### src/hw/rtl/ssk_pkg.sv
// Shared constants and control/status types for the Stirling number block.
package ssk_pkg;

  // Largest set size whose row the cell array can hold
  localparam int MAX_N = 32;

  localparam int SIZE_W   = 6;
  localparam int COUNT_W  = 64;
  localparam int CELL_IDX_W = (MAX_N > 1) ? $clog2(MAX_N) : 1;

  // Commands from the controller to the datapath
  typedef struct packed {
    logic load;     // take a new query and clear the cells
    logic step;     // build the next row
    logic capture;  // latch the answer into the result register
  } ssk_cmd_t;

  // Status from the datapath to the controller
  typedef struct packed {
    logic trivial;  // answer is known without building rows
    logic last;     // the row being built is row n
  } ssk_sts_t;

endpackage

### src/hw/rtl/ssk_ctrl.sv
// Controller state machine for the Stirling number block.
module ssk_ctrl (
  input  logic              clk_i,
  input  logic              rst_ni,
  input  logic              start_i,
  input  ssk_pkg::ssk_sts_t sts_i,
  output ssk_pkg::ssk_cmd_t cmd_o,
  output logic              busy_o,
  output logic              done_o
);
  import ssk_pkg::*;

  typedef enum logic [1:0] {
    StIdle,
    StSetup,
    StBuild,
    StFinish
  } state_e;

  state_e state_q, state_d;
  logic   done_q, done_d;

  // Decode commands from the current state
  always_comb begin
    cmd_o.load    = (state_q == StIdle) && start_i;
    cmd_o.step    = (state_q == StBuild);
    cmd_o.capture = (state_q == StFinish);
  end

  // Choose the next state
  always_comb begin
    state_d = state_q;
    done_d  = 1'b0;
    unique case (state_q)
      StIdle: begin
        if (start_i) state_d = StSetup;
      end
      StSetup: begin
        state_d = sts_i.trivial ? StFinish : StBuild;
      end
      StBuild: begin
        if (sts_i.last) state_d = StFinish;
      end
      StFinish: begin
        state_d = StIdle;
        done_d  = 1'b1;
      end
      default: state_d = StIdle;
    endcase
  end

  // Hold state and the result strobe
  always_ff @(posedge clk_i or negedge rst_ni) begin
    if (!rst_ni) begin
      state_q <= StIdle;
      done_q  <= 1'b0;
    end else begin
      state_q <= state_d;
      done_q  <= done_d;
    end
  end

  assign busy_o = (state_q != StIdle);
  assign done_o = done_q;

endmodule

### config.mk
export PLATFORM = sky130hd
export DESIGN_NAME = ssk_ctrl
export DESIGN_NICKNAME = d
export VERILOG_FILES = /design/src/hw/rtl/ssk_pkg.sv /design/src/hw/rtl/ssk_ctrl.sv
export SDC_FILE = /design/constraint.sdc
export NUM_CORES = 1
export LEC_CHECK = 0
export BUFFER_PORTS_ARGS = -buffer_cell sky130_fd_sc_hd__buf_2
export CAP_MARGIN = 20
export CORE_AREA = 2 2 39 41
export CTS_CLUSTER_SIZE = 20
export DETAILED_ROUTE_END_ITERATION = 7
export DIE_AREA = 0 0 41 43
export HOLD_SLACK_MARGIN = 0.03
export SYNTH_ARGS = -nofsm -noshare
export SYNTH_HDL_FRONTEND = slang
export SYNTH_SLANG_ARGS = --single-unit
### constraint.sdc
create_clock -name clk_i -period 4.44 [get_ports clk_i]
set_clock_uncertainty 0.2 [all_clocks]
set_input_delay 0 -clock clk_i [delete_from_list [all_inputs] [get_ports clk_i]]
set_output_delay 0 -clock clk_i [all_outputs]
set_load 0.02 [all_outputs]
### Word level (Yosys, flattened, before mapping)

Cells that the tools add are included.

| word-level totals | value |
|---|---|
| flip-flop bits (word level) | 3 |
| latch bits | 0 |
| RAM bits | 0 |
| memory bits (read-only) | 0 |
| word-level logic and storage cells | 16 |
| memories | 0 |

| cells by class | value |
|---|---|
| add/subtract/negate cells | 0 |
| multipliers | 0 |
| div/mod/pow operators | 0 |
| order comparisons | 0 |
| equality and inequality tests | 5 |
| shift-type cells | 0 |
| mux-type cells | 5 |
| bitwise operators | 0 |
| reduce and logical (&&, ||, !) cells | 4 |

Operators with widths:

| operator | count |
|---|---|
| $pmux W2 S4 | 1 |
| $eq A2 B2 Y1 const B | 2 |
| $mux W2 | 2 |
| $ne A2 B2 Y1 const B | 2 |
| $eq A2 B1 Y1 const B | 1 |
| $logic_not A2 Y1 | 1 |
| $mux W1 | 2 |
| $reduce_and A2 Y1 | 1 |
| $reduce_bool A2 Y1 | 1 |
| $logic_and A1 B1 Y1 | 1 |

### Longest topological paths before layout

Gate-level depths: netlist of the first run.

| logic depth | value |
|---|---|
| word-level depth | 3 |
| gate-level depth with buffers | 5 |
| gate-level depth less buffers | 5 |

### Worst setup path before layout of the first run

OpenSTA, ideal clock, no wires.

| timing | value |
|---|---|
| path type | register to register |
| start point | register state_q[0] |
| end point | register state_q[1] |
| library setup time | 125 ps |
| data arrival time | 1,270 ps |
| slack | 2,845 ps |
| stages on the path, launching flop included | 6 |
| buffers on the path | 0 |
| cell sequence | dfrtp_1 -> inv_1 -> ha_1 -> nand2b_1 -> nand2_2 -> mux2_4 |

RTL lines:

| element | line | RTL |
|---|---|---|
| start: declaration | ssk_ctrl.sv:20 | `state_e state_q, state_d;` |
| start signal: assignment | ssk_ctrl.sv:55 | `state_q <= StIdle;` |
| start signal: assignment | ssk_ctrl.sv:58 | `state_q <= state_d;` |

### Worst setup path after layout of the first run

| timing | value |
|---|---|
| start point | register state_q[0] |
| end point | register state_q[1] |

| between the ends | value |
|---|---|
| cells in the longest elaborated chain, start to end | 3 |
| elaborated cells between the ends (all ways) | 8 |

RTL lines:

| element | line | RTL |
|---|---|---|
| $eq A2 B2 Y1 / $logic_not A2 Y1 (equally long branches) | ssk_ctrl.sv:34 | `unique case (state_q)` |
| $ne A2 B2 Y1 (no line) | - |  |
| $reduce_and A2 Y1 (no line) | - |  |

Parallel ways exist; a longest one is shown, timed or not.
A chain may end at the register's enable or synchronous reset.

==> summary.md, run 1 <==
| Metric | Value |
|---|---|
| Via count | `about 190` |
| Slew Limit Fails | `0` |
| Status | `finished, final reports clean` |
| Sequential area share after synthesis | `0.335` |
| Tmin final | `~1.5 ns` |
| Dpl cells | `45` |
| Total CTS buffers | `3` |
| Die ar. | `~0.0018 mm²` |
| Max_slew headroom | `0.860` |
| Critical-path cell list | `inv_1 > ha_1 > nand2b_2 > nand2_2 > mux2_4` |
| Tot Pwr | `~0.00024 W` |
| I/O pins | `10` |
| Sequential cell area | `75.1 µm²` |
| Req. time, crit path | `about 4.4 ns` |
| Final core utilization | `0.244` |
| Total GRT Usage | `0.0572` |
| Area share of the largest cell type after synthesis | `0.335` |
| Site row count | `14` |
| Bufs and invs on worst path | `1` |
| Setup_tns | `0 ns` |
| Post-CTS Resized | `0` |
| First-pass GRT wire length | `approximately 630 µm` |
| # DRC | `0` |
| HPWL after DPL | `between 300 and 400 µm` |
| Max-Cap Viols | `0` |
| Final std cells w/o fill | `between 50 and 60` |
| Filler instances | `~170` |
| Synth cell types | `13` |
| Synth area leader | `dfrtp_1` |
| Mean post-synth cell area | `10.7 µm²` |
| Synth Cell Area | `roughly 220 µm²` |
| Routed Antenna Nets | `0` |
| Worst-Skew Late Latency | `about 0.23 ns` |
| Hold-fix buffers, CTS | `3` |
| Routability congestion estimate | `0.659` |
| Worst Path Max Fanout | `4` |
| Mapped Cells | `21` |
| Port buffer count | `9` |
| Setup crit end kind | `flip-flop` |
| Most numerous cell in the Yosys netlist | `ha_1` |
| Layout cells sized above 1 | `0.444` |
| Fin. Hold Viols | `0` |
| Postcts setup bufs | `0` |
| Final worst path period share | `0.343` |
| Die Span Y | `about 43 µm` |
| Avg WL per Cell | `slightly below 8 µm` |
| DIE WIDTH | `just over 40 µm` |
| Synth area leaders | `dfrtp_1 (34%), ha_1 (28%), mux2_4 (6.7%)` |
| Starting DRT DRC Count | `0` |
| Most frequent cells after synthesis | `ha_1 (5), dfrtp_1 (3), inv_1 (3)` |
| Final wirelength | `400 µm` |
| Clock tree from TritonCTS | `built` |
| Slew of the pin with the lowest slew margin | `between 0.2 and 0.25 ns` |
| Congestion Overflow GR | `0` |
| Via-to-Cell Ratio | `between 3 and 4` |
| Synth Flop Type | `dfrtp_1` |
| Initial antenna violation count | `0` |
| Delay-heaviest family, CP | `flip-flops` |
| Area of the multi-input gates | `around 130 µm²` |
| Core outline area | `between 0.001 and 0.0015 mm²` |
| Initial Util | `0.162` |
| Largest net degree at the start of global routing | `6` |
| CTS sink cnt | `3` |
| Drt pass-1 iters | `1` |
| PD cells | `about 710 mW/mm²` |
| Async SR Flop Fraction | `1.00` |
| Root Buffer | `clkbuf_4` |
| Net count, final | `47` |
| Fmax | `roughly 0.66 GHz` |
| RSZ-0062 raised after global routing | `false` |
| Max stage delay on crit path | `0.41 ns` |
| Worst vdd ir | `roughly 110 µV` |
| WS Path Type | `flip-flop to flip-flop` |
| Ant diodes | `0` |
| Syn. warnings | `0` |
| Arrival time worst endpoint | `1.44 ns` |
| Worst Hold Class | `input port to flip-flop` |
| Synth-to-Final Area Change | `50.8%` |
| Final hold slack | `between 0.03 and 0.04 ns` |
| H-tree depth | `1` |
| #FFs+latches synth | `3` |
| Crit start category | `flip-flop` |
| Vias in the first global route | `189` |
| Clock transition at path regs | `0.04 ns` |
| Synthesized Nets | `31` |
| Slowest cell on crit path | `dfrtp_1` |
| Final setup violation count | `0` |
| Clock tree buffer depth | `2` |
| Post-synth EDFFs | `0` |
| LEAKAGE | `between 0.15 and 0.2 nW` |
==> power breakdown <==
| group | leakage, nW | switching [W] | internal [W] |
|---|---|---|---|
| Combinational | 0.130 | 0.0000760 | 0.0000616 |
| Sequential | 0.0367 | 0.0000135 | 0.0000422 |
| Clock | 0.0150 | 0.0000143 | 0.0000337 |
| Total | 0.182 | 0.000104 | 0.000137 |
==> registers in the layout, indices dropped and copies added, names as in the netlist <==
signal,cells
done_o,1
state_q,2
==> per-layer routing <==
metal  global-route usage  vias to the layer above  wire, µm
met5                    0                        -         0
met4               0.0800                        0         0
met3               0.0157                        0        20
met2                0.100                        4       242
met1               0.0321                       87       137
li1                     -                       97         -
==> layout by cell type (no fill, tap or decap), drive strengths merged <==
| cell | count |
|---|---|
| a21oi | 1 |
| clkbuf | 4 |
| dfrtp | 3 |
| ha | 5 |
| buf | 9 |
| nor2 | 1 |
| mux2 | 1 |
| inv | 3 |
| o31ai | 1 |
| a31o | 1 |
| nand2b | 2 |
| and2 | 1 |
| dlygate4sd3 | 3 |
| nand2 | 1 |
==> path summary, 6_finish.rpt <==
path	start	to	slack (ns)	depth (start not counted)
setup / recovery	state_q[0]	state_q[1]	2.92	5
hold / removal	sts_i[1]	state_q[0]	0.03	4
setup reg to reg	state_q[0]	state_q[1]	2.92	5
hold reg to reg	state_q[0]	state_q[0]	0.35	1
max in group asynchronous	rst_ni	done_o	3.46	3
min in group asynchronous	rst_ni	state_q[0]	0.43	3
==> through the flow <==
step           instance area, µm²  worst slack, ns
6_report                      338             2.92
3_3_place_gp                  282             2.93
5_1_grt                       338             2.83
4_1_cts                       338             2.90
2_1_floorplan                 224             2.85
3_5_place_dp                  282             2.91
==> logic make-up after synthesis <==
group | synth area share
flip-flops | 0.335
adder cells (fa/ha/maj) | 0.279
AO/OA/AOI/OAI | 0.0950
buffers and inverters | 0.0838
AND/OR/NAND/NOR | 0.140
multiplexers | 0.0670
==> worst reg2reg max path: cells and delay by family (launching register included) <==
| kind | cells | cell delay, ns |
|---|---|---|
| adder cells (fa/ha/maj) | 1 | 0.21 |
| buffers and inverters | 1 | 0.14 |
| flip-flops | 1 | 0.41 |
| multiplexers | 1 | 0.29 |
| AND/OR/NAND/NOR | 2 | 0.16 |
==> layout make-up <==
| type | instances | area share |
|---|---|---|
| Clock buffer | 4 | 0.0778 |
| Multi-Input combinational cell | 14 | 0.385 |
| Tap cell | 16 | 0.0593 |
| Sequential cell | 3 | 0.222 |
| Inverter | 3 | 0.0333 |
| Timing Repair Buffer | 12 | 0.222 |
(Power assumes the default switching activity.)
==> run 2, diff against run 1 <==
- clock period: 4.44 -> 1.4 ns (I/O delays scaled with it)
==> summary.md, run 2 (same netlist as run 1, synthesis figures left out) <==
| Metric | Value |
|---|---|
| # DRC | `0` |
| Status | `complete, but fails checks` |
| Initial antenna violation count | `0` |
| Routability congestion estimate | `approximately 0.66` |
| Root Buffer | `clkbuf_4` |
| Port buffer count | `9` |
| Most common cell after layout, fill and taps aside | `buf_2` |
| Vias in the first global route | `about 230` |
| Crit start category | `flip-flop` |
| Starting DRT DRC Count | `1` |
| H-tree depth | `1` |
| Clock transition at path regs | `0.04 ns` |
| First-pass GRT wire length | `862 µm` |
| Slew Limit Fails | `0` |
| Drt pass-1 iters | `2` |
| Fmax | `~0.69 GHz` |
| Final worst path period share | `1.03` |
| Ant diodes | `0` |
| Core outline area | `about 0.0014 mm²` |
| Reg-to-Reg End | `state_q[1]` |
| Setup_tns | `-0.113 ns` |
| Via count | `232` |
| Via-to-Cell Ratio | `between 3 and 4` |
| Worst vdd ir | `between 400 and 500 µV` |
| Setup crit end kind | `primary output` |
| Sequential cell area | `approximately 75 µm²` |
| Worst-Skew Late Latency | `0.23 ns` |
| Net count, final | `55` |
| Clock tree from TritonCTS | `built` |
| Fin worst setup slack | `-0.0476 ns` |
| Sequential share of power | `0.147` |
| Filler instances | `approximately 140` |
| WS Path Type | `flip-flop to primary output` |
| Routed Antenna Nets | `0` |
| Max_slew headroom | `0.860` |
| Number of flip-flops under the largest register name | `2` |
| Worst r2r path cells | `5` |
| Die Span Y | `roughly 43 µm` |
| Comb pwr share | `0.719` |
| Final setup violation count | `3` |
| LEAKAGE | `around 0.24 nW` |
| Largest reg by FF count | `state_q` |
| Tmin final | `approximately 1.4 ns` |
| Total CTS buffers | `3` |
| Site row count | `14` |
| Clock tree buffer depth | `2` |
| Layout cells sized above 1 | `0.682` |
| Fin. Hold Viols | `0` |
| DIE WIDTH | `roughly 41 µm` |
| Arrival time worst endpoint | `approximately 1.3 ns` |
| CTS sink cnt | `3` |
| Violated checks | `negative setup slack` |
| WHS Path Cells | `3` |
| Final wirelength | `around 630 µm` |
| RSZ-0062 raised after global routing | `true` |
| Avg WL per Cell | `about 11 µm` |
| Most frequent cells in the layout | `buf_2 (7), dlygate4sd3_1 (5), buf_6 (5)` |
| Worst Hold Class | `input port to primary output` |
| Slew of the pin with the lowest slew margin | `around 0.21 ns` |
| Switch share | `0.398` |
| PD cells | `~2400 mW/mm²` |
| Final hold slack | `0.128 ns` |
| Sw Pwr | `~0.00045 W` |
| Max-Cap Viols | `0` |
| Congestion Overflow GR | `0` |
| Setup crit start | `state_q[1]` |
| I/O pins | `10` |
| Worst Path Max Fanout | `3` |
| Reg2Reg Setup Slack | `-0.04 ns` |
| Largest net degree at the start of global routing | `4` |
| Req. time, crit path | `approximately 1.2 ns` |
| Initial Util | `0.162` |
| Synth-to-Final Area Change | `113%` |
| Clock power frac | `0.134` |
| Int Pwr | `just under 0.0007 W` |
| Area of the multi-input gates | `between 150 and 200 µm²` |
| Worst Setup EP | `cmd_o[2]` |
| Reg-to-Reg Start | `state_q[1]` |
| Die ar. | `roughly 0.0018 mm²` |
| Total GRT Usage | `0.0832` |
[run 2: cell count changes in the layout (fill, tap and decap cells not counted), sizes merged]
| cell | change |
|---|---|
| buf | +6 |
| dlygate4sd3 | +2 |
[run 2: critical path, cell delays in order (launching register included)]
cell     delay, ns
dfrtp_1       0.40
inv_2         0.08
ha_4          0.18
buf_6         0.11
and2_4        0.13
buf_6         0.12
[run 2: routing by layer]
| layer | track usage | routed length, µm |
|---|---|---|
| met1 | 0.0767 | 214 |
| met2 | 0.119 | 373 |
| met3 | 0.0157 | 23 |
| met4 | 0.120 | 19 |
| met5 | 0 | 0 |
[run 2: final cells by class]
| type | instances | share of cell area |
|---|---|---|
| Timing Repair Buffer | 20 | 0.343 |
| Sequential cell | 3 | 0.157 |
| Inverter | 3 | 0.0236 |
| Multi-Input combinational cell | 14 | 0.380 |
| Clock buffer | 4 | 0.0550 |
| Tap cell | 16 | 0.0419 |
[run 2: power groups by stage]
stage	sequential (W)	clock, W	combinational (W)
detailed placement	0.000172	0	0.000598
CTS	0.000166	0.000157	0.000758
finish	0.000167	0.000152	0.000816
floorplan	0.000196	0	0.000384
global placement	0.000172	0	0.000573
global route	0.000169	0.000165	0.000889
[run 2: timing repair]
action | CTS | global route
setup buffers | 2 | 0
gates resized for setup | 9 | 4
pin swaps | 2 | 1
setup endpoints to repair | 4 | 4
hold buffers | 4 | 1
endpoints found under the hold margin | 4 | 1
[run 2: worst min path at each step]
stage / slack, ns / from / to
detailed placement: -0.40 / rst_ni / state_q[0]
finish: 0.13 / start_i / cmd_o[2]
global placement: -0.40 / rst_ni / state_q[0]
floorplan: -0.50 / rst_ni / done_o
global route: 0.14 / start_i / cmd_o[2]
CTS: 0.06 / start_i / state_q[0]
[run 2: stage by stage]
stage                     instances  total power (W)  utilization  worst slack (ns)  cell area (µm²)
after floorplan                  21         0.000580            -           -0.0353              246
after global placement           49         0.000745        0.241           -0.0457              334
after detailed placement         49         0.000770        0.241           -0.0729              334
after CTS                        59          0.00108        0.327           -0.0409              453
after global routing             60          0.00122        0.345            -0.101              478
final                            60          0.00113        0.345           -0.0476              478
==> run 3, diff against run 2 <==
- clock period: 1.4 -> 1.5 ns (I/O delays scaled with it)
==> summary.md, run 3 (same netlist as run 1, synthesis figures left out) <==
| Metric | Value |
|---|---|
| Status | `finished, final reports clean` |
| Setup crit end kind | `primary output` |
| Worst-Skew Late Latency | `about 0.24 ns` |
| PD cells | `2160 mW/mm²` |
| Root Buffer | `clkbuf_4` |
| Max_slew headroom | `0.878` |
| Most common cell after layout, fill and taps aside | `buf_2` |
| HPWL after DPL | `roughly 370 µm` |
| Max-Cap Viols | `0` |
| Most frequent CP cell | `buf_4` |
| Largest net degree at the start of global routing | `5` |
| Total GRT Usage | `0.0833` |
| Initial antenna violation count | `0` |
| Worst Hold Class | `flip-flop to flip-flop` |
| Tmin final | `roughly 1.5 ns` |
| Routability congestion estimate | `0.718` |
| WS Path Type | `flip-flop to primary output` |
| Congestion Overflow GR | `0` |
| Most frequent cells in the layout | `buf_2 (8), dlygate4sd3_1 (5), buf_4 (5)` |
| Largest reg by FF count | `state_q` |
| LEAKAGE | `0.220 nW` |
| Final core utilization | `0.314` |
| Net count, final | `54` |
| Req. time, crit path | `1.30 ns` |
| Port buffer count | `9` |
| Fin. Hold Viols | `0` |
| Worst vdd ir | `about 510 µV` |
| Starting DRT DRC Count | `4` |
| Synth-to-Final Area Change | `93.9%` |
| Crit start category | `flip-flop` |
| Final setup violation count | `0` |
| Site row count | `14` |
| Number of flip-flops under the largest register name | `2` |
| First-pass GRT wire length | `roughly 860 µm` |
| Die Span Y | `around 43 µm` |
| Final wirelength | `around 570 µm` |
| Sequential cell area | `about 75 µm²` |
| Clock tree buffer depth | `2` |
| CTS sink cnt | `3` |
| Die ar. | `0.00176 mm²` |
| Total CTS buffers | `3` |
| Bufs and invs on worst path | `3` |
| H-tree depth | `1` |
| Worst Path Max Fanout | `3` |
| Initial Util | `0.162` |
| Vias in the first global route | `around 210` |
| Fmax | `0.686 GHz` |
| Routed Antenna Nets | `0` |
| Area of the multi-input gates | `~160 µm²` |
| RSZ-0062 raised after global routing | `false` |
| # DRC | `0` |
| Delay-heaviest family, CP | `buffers and inverters` |
| Clock transition at path regs | `about 0.04 ns` |
| Core outline area | `0.00138 mm²` |
| Slew of the pin with the lowest slew margin | `roughly 0.18 ns` |
| Slowest cell on crit path | `dfrtp_1` |
| Avg WL per Cell | `about 9.6 µm` |
| Slew Limit Fails | `0` |
| Clock tree from TritonCTS | `built` |
| Arrival time worst endpoint | `approximately 1.3 ns` |
| Reg2Reg Setup Slack | `roughly 0.050 ns` |
| Critical-path cell list | `buf_4 > buf_4 > ha_1 > buf_2` |
| DIE WIDTH | `41 µm` |
| Drt pass-1 iters | `2` |
| Final worst path period share | `0.971` |
| Setup_tns | `0 ns` |
| Via count | `between 200 and 250` |
| Filler instances | `150` |
| Max stage delay on crit path | `0.39 ns` |
| Layout cells sized above 1 | `0.605` |
| Via-to-Cell Ratio | `~3.8` |
| I/O pins | `10` |
| Ant diodes | `0` |
-- run 3: changes by cell type in the layout (fill, tap and decap cells not counted), sizes merged --
cell / previous run / this run
buf: 15 / 14
-- run 3: layout make-up --
type                       count  share of cell area
tap                           16              0.0461
multi-input combinational     14               0.375
inverter                       3              0.0259
timing repair buffer          19               0.320
sequential                     3               0.173
clock buffer                   4              0.0605
-- run 3: per-layer routing --
layer / part of all wire / up-vias / GRT usage / routed length, µm
met5: 0 / - / 0 / 0
met4: 0.054 / 0 / 0.100 / 31
met3: 0.049 / 4 / 0.0471 / 28
met2: 0.52 / 6 / 0.113 / 296
met1: 0.37 / 103 / 0.0740 / 212
li1: - / 111 / - / -
-- run 3: path summary, 6_finish.rpt --
path,to,cells after the start,from
setup / recovery,cmd_o[0],4,state_q[1]
hold / removal,state_q[0],2,state_q[0]
setup reg to reg,state_q[1],5,state_q[1]
hold reg to reg,state_q[0],2,state_q[0]
max in group asynchronous,state_q[1],3,rst_ni
min in group asynchronous,done_o,3,rst_ni
-- run 3: stage by stage --
step | setup slack (ns) | instances | area, µm² | hold slack (ns) | total power [W]
floorplan | 0.00270 | 21 | 236 | -0.496 | 0.000515
global placement | -0.00465 | 49 | 324 | -0.400 | 0.000663
detailed placement | -0.0345 | 49 | 324 | -0.399 | 0.000668
CTS | 0.00647 | 59 | 413 | 0.397 | 0.000869
global route | 0.00178 | 59 | 434 | 0.416 | 0.00101
finish | 0.0432 | 59 | 434 | 0.393 | 0.000939
-- run 3: what timing repair did --
action,4_1_cts,5_1_grt
hold buffers,5,0
hold endpoints to repair,4,0
resized for setup,3,4
endpoints found under the setup margin,2,2
setup buffers,1,0
pin swaps,0,1
-- run 3: power breakdown --
group | internal, W | leakage [nW] | total (W) | switching, W
sequential | 0.000125 | 0.0367 | 0.000147 | 0.0000218
clock | 0.000100 | 0.0150 | 0.000154 | 0.0000533
combinational | 0.000323 | 0.168 | 0.000639 | 0.000315
total | 0.000549 | 0.220 | 0.000939 | 0.000390
-- run 3: worst min-delay path, cell delays in order, from the launching register on --
cell	delay [ns]
dfrtp_1	0.35
buf_4	0.13
o31ai_1	0.07
